## src/sv/stt_pkg.sv

```systemverilog
// Shared types, codes and byte-class helpers for the source text tokenizer.
package stt_pkg;

    // Line counter width (which sets its saturation limit) and result buffer depth
    localparam int LINE_COUNT_BITS = 24;
    localparam int MAX_RESULTS     = 4;

    // Character constants
    localparam logic [7:0] CH_UNDERSCORE = 8'h5F;
    localparam logic [7:0] CH_POINT      = 8'h2E;
    localparam logic [7:0] CH_EQUALS     = 8'h3D;
    localparam logic [7:0] CH_SLASH      = 8'h2F;
    localparam logic [7:0] CH_BANG       = 8'h21;
    localparam logic [7:0] CH_QUOTE      = 8'h22;
    localparam logic [7:0] CH_NEWLINE    = 8'h0A;

    // Result kinds
    localparam logic [1:0] KIND_TOKEN = 2'd0;
    localparam logic [1:0] KIND_WARN  = 2'd1;
    localparam logic [1:0] KIND_END   = 2'd2;

    // Token classes
    localparam logic [1:0] CLS_WORD   = 2'd0;
    localparam logic [1:0] CLS_NUMBER = 2'd1;
    localparam logic [1:0] CLS_OP     = 2'd2;
    localparam logic [1:0] CLS_STRING = 2'd3;

    // Warning codes
    localparam logic [2:0] WARN_NONE     = 3'd0;
    localparam logic [2:0] WARN_ILLEGAL  = 3'd1;
    localparam logic [2:0] WARN_BANG     = 3'd2;
    localparam logic [2:0] WARN_STR_NL   = 3'd3;
    localparam logic [2:0] WARN_STR_BYTE = 3'd4;

    // One result item, without the line number and last mark
    typedef struct packed {
        logic [1:0] kind;
        logic [7:0] ch;
        logic [1:0] cls;
        logic       first;
        logic       last;
        logic [2:0] warn;
    } t_res;

    function automatic t_res mk_tok(input logic [7:0] ch, input logic [1:0] cls,
                                    input logic first, input logic last);
        t_res r;
        r.kind  = KIND_TOKEN;
        r.ch    = ch;
        r.cls   = cls;
        r.first = first;
        r.last  = last;
        r.warn  = WARN_NONE;
        return r;
    endfunction

    function automatic t_res mk_warn(input logic [2:0] warn);
        t_res r;
        r       = '0;
        r.kind  = KIND_WARN;
        r.warn  = warn;
        return r;
    endfunction

    function automatic t_res mk_end();
        t_res r;
        r       = '0;
        r.kind  = KIND_END;
        return r;
    endfunction

    // Byte classes
    function automatic logic is_letter(input logic [7:0] c);
        return (c >= 8'h41 && c <= 8'h5A) || (c >= 8'h61 && c <= 8'h7A);
    endfunction

    function automatic logic is_digit(input logic [7:0] c);
        return c >= 8'h30 && c <= 8'h39;
    endfunction

    function automatic logic is_space(input logic [7:0] c);
        return c == 8'h20 || (c >= 8'h09 && c <= 8'h0D);
    endfunction

    // Operators that may take a trailing '='
    function automatic logic is_pair_op(input logic [7:0] c);
        return c == 8'h3C || c == 8'h3E || c == CH_BANG || c == 8'h3A;
    endfunction

    function automatic logic is_single_op(input logic [7:0] c);
        logic r;
        case (c)
            8'h3B, 8'h2C, 8'h2B, 8'h2D, 8'h2A, 8'h28, 8'h29,
            8'h3D, 8'h7B, 8'h7D, 8'h26, 8'h7C, 8'h5B, 8'h5D: r = 1'b1;
            default: r = 1'b0;
        endcase
        return r;
    endfunction

    // Bytes allowed inside a string literal
    function automatic logic str_ok(input logic [7:0] c);
        logic r;
        case (c)
            8'h20, 8'h5F, 8'h2C, 8'h3B, 8'h3A, 8'h2E, 8'h27: r = 1'b1;
            default: r = is_letter(c) || is_digit(c);
        endcase
        return r;
    endfunction

endpackage

```

## src/sv/source_text_tokenizer_top.sv

```systemverilog
// Source text tokenizer: byte scanner with one byte of lookahead and a result buffer.
// Results of an item appear on the output in the cycle after it is accepted.
// Throughput: one item per cycle while each item yields at most one result and the
// output is not stalled; an item that yields several results (up to four) stalls the input
// until the single output port has drained the result buffer down to its last result.
// Reset (synchronous, active low): scanner idle, nothing held, line count one, buffer empty.
module source_text_tokenizer_top (
    input  logic                             i_clk,
    input  logic                             i_rst_n,
    input  logic                             i_in_valid,
    output logic                             o_in_stall,
    input  logic [7:0]                       i_char_code,
    input  logic                             i_end_of_text,
    output logic                             o_out_valid,
    input  logic                             i_out_stall,
    output logic [1:0]                       o_result_kind,
    output logic [7:0]                       o_token_char,
    output logic [1:0]                       o_token_class,
    output logic                             o_first_of_token,
    output logic                             o_last_of_token,
    output logic [2:0]                       o_warning_code,
    output logic [stt_pkg::LINE_COUNT_BITS-1:0] o_line_number,
    output logic                             o_last_result
);

    typedef enum logic [2:0] {
        MODE_IDLE,
        MODE_WORD,
        MODE_INT,
        MODE_FRAC,
        MODE_SLASH,
        MODE_OP,
        MODE_STR,
        MODE_COMMENT
    } t_mode;

    localparam int CNT_W = $clog2(stt_pkg::MAX_RESULTS + 1);
    localparam int IDX_W = $clog2(stt_pkg::MAX_RESULTS);
    localparam logic [stt_pkg::LINE_COUNT_BITS-1:0] LINE_MAX = '1;

    // Scanner state
    t_mode                              r_mode, n_mode;
    logic [7:0]                         r_held, n_held;
    logic                               r_first, n_first;
    logic [stt_pkg::LINE_COUNT_BITS-1:0] r_line;
    logic                               n_line_inc;

    // Result buffer, drained from entry 0
    stt_pkg::t_res                      r_res [stt_pkg::MAX_RESULTS];
    logic [CNT_W-1:0]                   r_cnt;
    logic [stt_pkg::LINE_COUNT_BITS-1:0] r_out_line;

    stt_pkg::t_res                      n_res [stt_pkg::MAX_RESULTS];
    logic [CNT_W-1:0]                   n_cnt;

    logic take, pop, do_start;
    logic [7:0] c;

    assign c           = i_char_code;
    assign pop         = (r_cnt != '0) && !i_out_stall;
    assign o_in_stall  = !((r_cnt == '0) || (r_cnt == CNT_W'(1) && !i_out_stall));
    assign take        = i_in_valid && !o_in_stall;

    // Next state and result list for the incoming item
    always_comb begin
        n_mode     = r_mode;
        n_held     = r_held;
        n_first    = r_first;
        n_line_inc = 1'b0;
        do_start   = 1'b0;
        n_cnt      = '0;
        for (int k = 0; k < stt_pkg::MAX_RESULTS; k++) begin
            n_res[k] = '0;
        end

        if (i_end_of_text) begin
            unique case (r_mode)
                MODE_WORD: begin
                    n_res[n_cnt[IDX_W-1:0]] = stt_pkg::mk_tok(r_held, stt_pkg::CLS_WORD,
                                                              r_first, 1'b1);
                    n_cnt = n_cnt + CNT_W'(1);
                end
                MODE_INT, MODE_FRAC: begin
                    n_res[n_cnt[IDX_W-1:0]] = stt_pkg::mk_tok(r_held, stt_pkg::CLS_NUMBER,
                                                              r_first, 1'b1);
                    n_cnt = n_cnt + CNT_W'(1);
                end
                MODE_SLASH: begin
                    n_res[n_cnt[IDX_W-1:0]] = stt_pkg::mk_tok(r_held, stt_pkg::CLS_OP,
                                                              r_first, 1'b1);
                    n_cnt = n_cnt + CNT_W'(1);
                end
                MODE_OP: begin
                    if (r_held == stt_pkg::CH_BANG) begin
                        n_res[n_cnt[IDX_W-1:0]] = stt_pkg::mk_warn(stt_pkg::WARN_BANG);
                    end else begin
                        n_res[n_cnt[IDX_W-1:0]] = stt_pkg::mk_tok(r_held, stt_pkg::CLS_OP,
                                                                  r_first, 1'b1);
                    end
                    n_cnt = n_cnt + CNT_W'(1);
                end
                MODE_STR: begin
                    n_res[0] = stt_pkg::mk_tok(r_held, stt_pkg::CLS_STRING, r_first, 1'b0);
                    n_res[1] = stt_pkg::mk_tok(stt_pkg::CH_QUOTE, stt_pkg::CLS_STRING,
                                               1'b0, 1'b1);
                    n_res[2] = stt_pkg::mk_warn(stt_pkg::WARN_STR_BYTE);
                    n_cnt    = CNT_W'(3);
                end
                default: ;
            endcase
            n_mode  = MODE_IDLE;
            n_first = 1'b0;
            n_res[n_cnt[IDX_W-1:0]] = stt_pkg::mk_end();
            n_cnt = n_cnt + CNT_W'(1);
        end else begin
            unique case (r_mode)
                MODE_WORD: begin
                    if (stt_pkg::is_letter(c) || stt_pkg::is_digit(c)
                        || c == stt_pkg::CH_UNDERSCORE) begin
                        n_res[0] = stt_pkg::mk_tok(r_held, stt_pkg::CLS_WORD, r_first, 1'b0);
                        n_cnt    = CNT_W'(1);
                        n_held   = c;
                        n_first  = 1'b0;
                    end else begin
                        n_res[0] = stt_pkg::mk_tok(r_held, stt_pkg::CLS_WORD, r_first, 1'b1);
                        n_cnt    = CNT_W'(1);
                        do_start = 1'b1;
                    end
                end
                MODE_INT, MODE_FRAC: begin
                    if (c == stt_pkg::CH_UNDERSCORE) begin
                        // underscore inside a number is dropped
                    end else if (stt_pkg::is_digit(c)) begin
                        n_res[0] = stt_pkg::mk_tok(r_held, stt_pkg::CLS_NUMBER, r_first, 1'b0);
                        n_cnt    = CNT_W'(1);
                        n_held   = c;
                        n_first  = 1'b0;
                    end else if (c == stt_pkg::CH_POINT && r_mode == MODE_INT) begin
                        n_res[0] = stt_pkg::mk_tok(r_held, stt_pkg::CLS_NUMBER, r_first, 1'b0);
                        n_cnt    = CNT_W'(1);
                        n_held   = c;
                        n_first  = 1'b0;
                        n_mode   = MODE_FRAC;
                    end else begin
                        n_res[0] = stt_pkg::mk_tok(r_held, stt_pkg::CLS_NUMBER, r_first, 1'b1);
                        n_cnt    = CNT_W'(1);
                        do_start = 1'b1;
                    end
                end
                MODE_SLASH: begin
                    if (c == stt_pkg::CH_SLASH) begin
                        n_mode  = MODE_COMMENT;
                        n_first = 1'b0;
                    end else begin
                        n_res[0] = stt_pkg::mk_tok(r_held, stt_pkg::CLS_OP, r_first, 1'b1);
                        n_cnt    = CNT_W'(1);
                        do_start = 1'b1;
                    end
                end
                MODE_OP: begin
                    if (c == stt_pkg::CH_EQUALS) begin
                        n_res[0] = stt_pkg::mk_tok(r_held, stt_pkg::CLS_OP, r_first, 1'b0);
                        n_res[1] = stt_pkg::mk_tok(c, stt_pkg::CLS_OP, 1'b0, 1'b1);
                        n_cnt    = CNT_W'(2);
                        n_mode   = MODE_IDLE;
                        n_first  = 1'b0;
                    end else begin
                        // lone '!' becomes a warning instead of a token
                        if (r_held == stt_pkg::CH_BANG) begin
                            n_res[0] = stt_pkg::mk_warn(stt_pkg::WARN_BANG);
                        end else begin
                            n_res[0] = stt_pkg::mk_tok(r_held, stt_pkg::CLS_OP, r_first, 1'b1);
                        end
                        n_cnt    = CNT_W'(1);
                        do_start = 1'b1;
                    end
                end
                MODE_STR: begin
                    if (stt_pkg::str_ok(c)) begin
                        n_res[0] = stt_pkg::mk_tok(r_held, stt_pkg::CLS_STRING, r_first, 1'b0);
                        n_cnt    = CNT_W'(1);
                        n_held   = c;
                        n_first  = 1'b0;
                    end else if (c == stt_pkg::CH_QUOTE) begin
                        n_res[0] = stt_pkg::mk_tok(r_held, stt_pkg::CLS_STRING, r_first, 1'b0);
                        n_res[1] = stt_pkg::mk_tok(c, stt_pkg::CLS_STRING, 1'b0, 1'b1);
                        n_cnt    = CNT_W'(2);
                        n_mode   = MODE_IDLE;
                        n_first  = 1'b0;
                    end else begin
                        // unterminated string: add closing quote, then warn
                        n_res[0] = stt_pkg::mk_tok(r_held, stt_pkg::CLS_STRING, r_first, 1'b0);
                        n_res[1] = stt_pkg::mk_tok(stt_pkg::CH_QUOTE, stt_pkg::CLS_STRING,
                                                   1'b0, 1'b1);
                        n_cnt    = CNT_W'(3);
                        n_mode   = MODE_IDLE;
                        n_first  = 1'b0;
                        if (c == stt_pkg::CH_NEWLINE) begin
                            n_res[2]   = stt_pkg::mk_warn(stt_pkg::WARN_STR_NL);
                            n_line_inc = 1'b1;
                        end else begin
                            n_res[2] = stt_pkg::mk_warn(stt_pkg::WARN_STR_BYTE);
                            do_start = 1'b1;
                        end
                    end
                end
                MODE_COMMENT: begin
                    if (c == stt_pkg::CH_NEWLINE) begin
                        n_line_inc = 1'b1;
                        n_mode     = MODE_IDLE;
                    end
                end
                default: begin
                    do_start = 1'b1;
                end
            endcase

            // Scan the byte afresh as the start of a new token
            if (do_start) begin
                n_mode  = MODE_IDLE;
                n_first = 1'b0;
                if (stt_pkg::is_space(c)) begin
                    if (c == stt_pkg::CH_NEWLINE) begin
                        n_line_inc = 1'b1;
                    end
                end else if (stt_pkg::is_letter(c)) begin
                    n_held = c; n_first = 1'b1; n_mode = MODE_WORD;
                end else if (stt_pkg::is_digit(c)) begin
                    n_held = c; n_first = 1'b1; n_mode = MODE_INT;
                end else if (c == stt_pkg::CH_SLASH) begin
                    n_held = c; n_first = 1'b1; n_mode = MODE_SLASH;
                end else if (stt_pkg::is_pair_op(c)) begin
                    n_held = c; n_first = 1'b1; n_mode = MODE_OP;
                end else if (c == stt_pkg::CH_QUOTE) begin
                    n_held = c; n_first = 1'b1; n_mode = MODE_STR;
                end else if (stt_pkg::is_single_op(c)) begin
                    n_res[n_cnt[IDX_W-1:0]] = stt_pkg::mk_tok(c, stt_pkg::CLS_OP, 1'b1, 1'b1);
                    n_cnt = n_cnt + CNT_W'(1);
                end else begin
                    n_res[n_cnt[IDX_W-1:0]] = stt_pkg::mk_warn(stt_pkg::WARN_ILLEGAL);
                    n_cnt = n_cnt + CNT_W'(1);
                end
            end
        end
    end

    // Scanner state and line counter
    always_ff @(posedge i_clk) begin
        if (!i_rst_n) begin
            r_mode  <= MODE_IDLE;
            r_held  <= '0;
            r_first <= 1'b0;
            r_line  <= stt_pkg::LINE_COUNT_BITS'(1);
        end else if (take) begin
            r_mode  <= n_mode;
            r_held  <= n_held;
            r_first <= n_first;
            if (n_line_inc && r_line != LINE_MAX) begin
                r_line <= r_line + stt_pkg::LINE_COUNT_BITS'(1);
            end
        end
    end

    // Result buffer count
    always_ff @(posedge i_clk) begin
        if (!i_rst_n) begin
            r_cnt <= '0;
        end else if (take) begin
            r_cnt <= n_cnt;
        end else if (pop) begin
            r_cnt <= r_cnt - CNT_W'(1);
        end
    end

    // Result buffer payload: load on accept, shift down on each delivered item
    always_ff @(posedge i_clk) begin
        if (take) begin
            r_res      <= n_res;
            r_out_line <= r_line;
        end else if (pop) begin
            for (int k = 0; k < stt_pkg::MAX_RESULTS - 1; k++) begin
                r_res[k] <= r_res[k+1];
            end
        end
    end

    // Output port
    assign o_out_valid      = (r_cnt != '0);
    assign o_result_kind    = r_res[0].kind;
    assign o_token_char     = r_res[0].ch;
    assign o_token_class    = r_res[0].cls;
    assign o_first_of_token = r_res[0].first;
    assign o_last_of_token  = r_res[0].last;
    assign o_warning_code   = r_res[0].warn;
    assign o_line_number    = r_out_line;
    assign o_last_result    = (r_cnt == CNT_W'(1));

endmodule
```

## config.mk

```make
export PLATFORM = sky130hd
export DESIGN_NAME = source_text_tokenizer_top
export DESIGN_NICKNAME = d
export VERILOG_FILES = /design/src/sv/stt_pkg.sv /design/src/sv/source_text_tokenizer_top.sv
export SDC_FILE = /design/constraint.sdc
export NUM_CORES = 1
export LEC_CHECK = 0
export BUFFER_PORTS_ARGS = -buffer_cell sky130_fd_sc_hd__buf_2
export CORE_MARGIN = 2
export CORE_UTILIZATION = 25
export CTS_BUF_LIST = sky130_fd_sc_hd__clkbuf_8
export CTS_CLUSTER_SIZE = 28
export DETAILED_ROUTE_END_ITERATION = 8
export GPL_TIMING_DRIVEN = 0
export PLACE_DENSITY = 0.49
export SYNTH_ARGS = -nofsm -noshare
export SYNTH_HDL_FRONTEND = slang
export SYNTH_SLANG_ARGS = --single-unit
```

## constraint.sdc

```tcl
create_clock -name i_clk -period 3.7 [get_ports i_clk]
set_input_delay 0.185 -clock i_clk [delete_from_list [all_inputs] [get_ports i_clk]]
set_output_delay 0.185 -clock i_clk [all_outputs]
set_load 0.01 [all_outputs]
```

==> flow_summary.toml <==
[global_route]
grt-busiest-layer = "met2"
grt_pass1_vias = 5751
antenna_found_initial = 1
grt_pass1_wl_um = 33600
grt_util_met3_pct = 4.04
grt_max_degree = 36
grt_use_total_pct = 15.5
overflow = 0
grt_use_met1_pct = 20.9
gr-usage-met2_pct = 24.4

[worst_setup_path]
timing.rr.start = "r_mode[1]"
path_buf_inv = 3
crit_required_ps = 3900
r2r_slack_ps = 270
cp.arrival_ps = 3710
start_kind = "primary input"
reg2reg_depth = 11
crit_type = "primary input to flop"
worst_r2r_endpoint = "o_first_of_token"
slowest_stage = "clkbuf_1"
max_stage_delay_ps = 480
path_cells = "buf_2 > clkbuf_1 > clkbuf_1 > nand3_1 > or3_1 > nor2b_1 > a21oi_1 > and2_1 > ha_1 > nand2_1 > or3_1 > a31o_2 > a221o_1"
critPathMaxFanout = 10
endpoint_kind = "flop"
crit_family = "simple AND/OR/NAND/NOR gates"

[routing]
drt-pass1-iter-count = 5
drc = 0
viasPerCell = 5.13
drtIter0Drc = 501
vias = 5820
drtAntennaViolNets = 0
wire_per_inst_um = 19.0
wl_um = 21500

[synthesis]
synth-edff-count = 82
ys_top_cells_by_area = "edfxtp_1 (36%), dfxtp_1 (12%), nand2_1 (4.0%)"
syn-cell-area_mm2 = 0.00676
postSynthCellCount = 706
async_flop_share_pct = 0
ys_seq_area_share_pct = 48.0
yosys.area.top_type = "edfxtp_1"
ys_warn_count = 0
syn_avg_cell_area_um2 = 9.58
ys_types = 71
syn_nets = 730
synth.top_cell.area_share_pct = 36.4
synth_seq_cells = 121
synth_ff_type = "edfxtp_1"

[placed_design]
io_buffers = 50
dp_cells = 1099
dp_hpwl_um = 15200
gp_congestion = 0.910

[power_and_ir_drop]
intPower_mw = 3.24
power_density_mw_per_mm2 = 619
pwr-share-clk_pct = 25.1
switching_share_pct = 33.9
p_leak_nw = 2.92
p_sw_mw = 1.66
combPwrFrac_pct = 31.6
seqPwrFrac_pct = 43.4
ir_worst_vdd_v = 0.000226

[timing]
fin_crit_sh_pct = 95.0
slew_viol_final = 0
whs_ps = 270
fmax_mhz = 285
period_needed_ps = 3510
finalHoldViolations = 0
slew_headroom_pct = 26.1
rsz0062_at_grt = "no"
clock_skew_ps = 21.6
setup_viol = 0
worst_slew_pin_slew_ps = 1100

[clocking]
clock_latency_ps = 450
cts_htree_levels = 4
cts_buffers = 17
cts_sinks = 121
cts.clk_slew.worst_paths_ps = 80
tritoncts = "done"
hold_buffers = 0
clockBufferDepth = 2
root_buffer = "clkbuf_8"

[hold_path]
min_path_cells = 3
hold_start = "i_rst_n"
hold_end = "r_cnt[0]"
min_path_type = "primary input to flop"

[run_status]
outcome = "finished, final reports clean"

[job]
drv_cap = 0

[floorplanning]
fp.dieW_um = 168
dieHeight_um = 168
rows = 60
core_mm2 = 0.0267
io-pin-count = 57
dieArea_mm2 = 0.0284
start_util_pct = 25.3

[cells_and_area]
final_nets = 803
synthToLayoutAreaGrowth_pct = 17.0
stdcell_count = 1134
fillCellCount = 2840
drive_gt1_share_pct = 17.2
==> registers in the layout, summed over array words and instances (netlist names) <==
name / count
o_first_of_token: 1
o_last_of_token: 1
o_line_number: 24
o_result_kind: 2
o_token_char: 8
o_token_class: 2
o_warning_code: 3
r_cnt: 3
r_first: 1
r_held: 8
r_line: 24
r_mode: 3
r_res: 41
==> synthesized netlist by cell type (all sizes together) (4+ instances only) <==
cell	count
o21ai	33
nand4	7
a221oi	4
nor2	49
a22oi	5
a221o	9
o211ai	8
o21a	6
clkbuf	27
buf	35
dfxtp	39
nand2b	9
o31ai	4
inv	24
a21oi	34
or3	13
nor4b	4
xnor2	18
nor2b	9
nor3b	6
or4	6
nor3	35
edfxtp	82
and2	19
nand2	72
nand3	27
a22o	21
a211oi	8
ha	11
a21o	12
and3	7
nor4	7
==> metrics by stage <==
step           setup WS [ps]  power [mW]  utilization [%]  cell area, um2  setup TNS, ps
3_3_place_gp            -662        3.67             27.8            7440         -19490
4_1_cts                 17.9        4.93             29.5            7890              0
3_5_place_dp            -460        3.69             28.0            7480          -4490
6_report                 185        4.90             29.6            7910              0
2_1_floorplan            444        3.11                -            6760              0
5_1_grt                 8.87        5.18             29.6            7910              0
==> worst max path at each step <==
stage / slack, ps / from / cells after the start / endpoint
2_1_floorplan: 440 / i_char_code[7] / 12 / o_token_char[3]
3_3_place_gp: -660 / r_cnt[1] / 10 / o_first_of_token
3_5_place_dp: -460 / i_char_code[7] / 13 / o_token_char[3]
4_1_cts: 20 / i_char_code[7] / 13 / o_token_char[3]
5_1_grt: 9 / i_char_code[3] / 13 / o_token_char[3]
6_report: 190 / i_char_code[3] / 13 / o_token_char[3]
==> metal layers <==
layer  part of all wire (%)  routed length [um]
met1                     46                9980
met3                    6.3                1360
met5                      0                   0
met2                     45                9740
met4                    1.9                 408
==> tightest hold or removal path: cells and delay by family <==
family,cells,cell delay (ps)
buffers and inverters,1,110
AND/OR/NAND/NOR,1,250
AO/OA/AOI/OAI,1,110
==> cell families after synthesis <==
group	share of synthesized area (%)
buf+inv	6.05
flops	48.0
simple gates	21.8
compound gates	19.4
mux	0.296
other cells	0.0555
fa+ha+maj	2.04
xor+xnor	2.46
==> repair_timing <==
item / in CTS / in global routing
gates resized for setup: 0 / 4
buffers inserted: 0 / 2
setup endpoints to repair: 0 / 12
==> layout make-up <==
class | instances | area, um2 | share of cell area (%)
well taps | 341 | 427 | 5.39
repair buffers | 54 | 305 | 3.86
diodes | 1 | 2.50 | 0.0316
flip-flops and latches | 121 | 3240 | 41.0
clock buffers | 19 | 262 | 3.30
plain buffers | 62 | 323 | 4.08
multi-input cells | 499 | 3120 | 39.4
clock inverters | 13 | 144 | 1.82
inverters | 24 | 90.1 | 1.14
==> power groups by stage <==
stage	Sequential (mW)	Combinational (mW)	Clock, mW
finish	2.12	1.54	1.23
global route	2.16	1.71	1.31
CTS	2.12	1.55	1.26
detailed placement	2.15	1.55	0
global placement	2.17	1.50	0
floorplan	2.17	0.948	0
==> layout by cell type (no fill, tap or decap), types with 25 or more instances in the layout <==
cell type  synthesis  layout
nand2_1           72      72
dfxtp_1           39      39
buf_2             12      62
clkbuf_1          27      25
nor2_1            49      49
o21ai_0           32      32
a21oi_1           34      34
nor3_1            34      34
nand3_1           27      27
edfxtp_1          82      82
No activity file was read; power rests on OpenSTA's default activity.
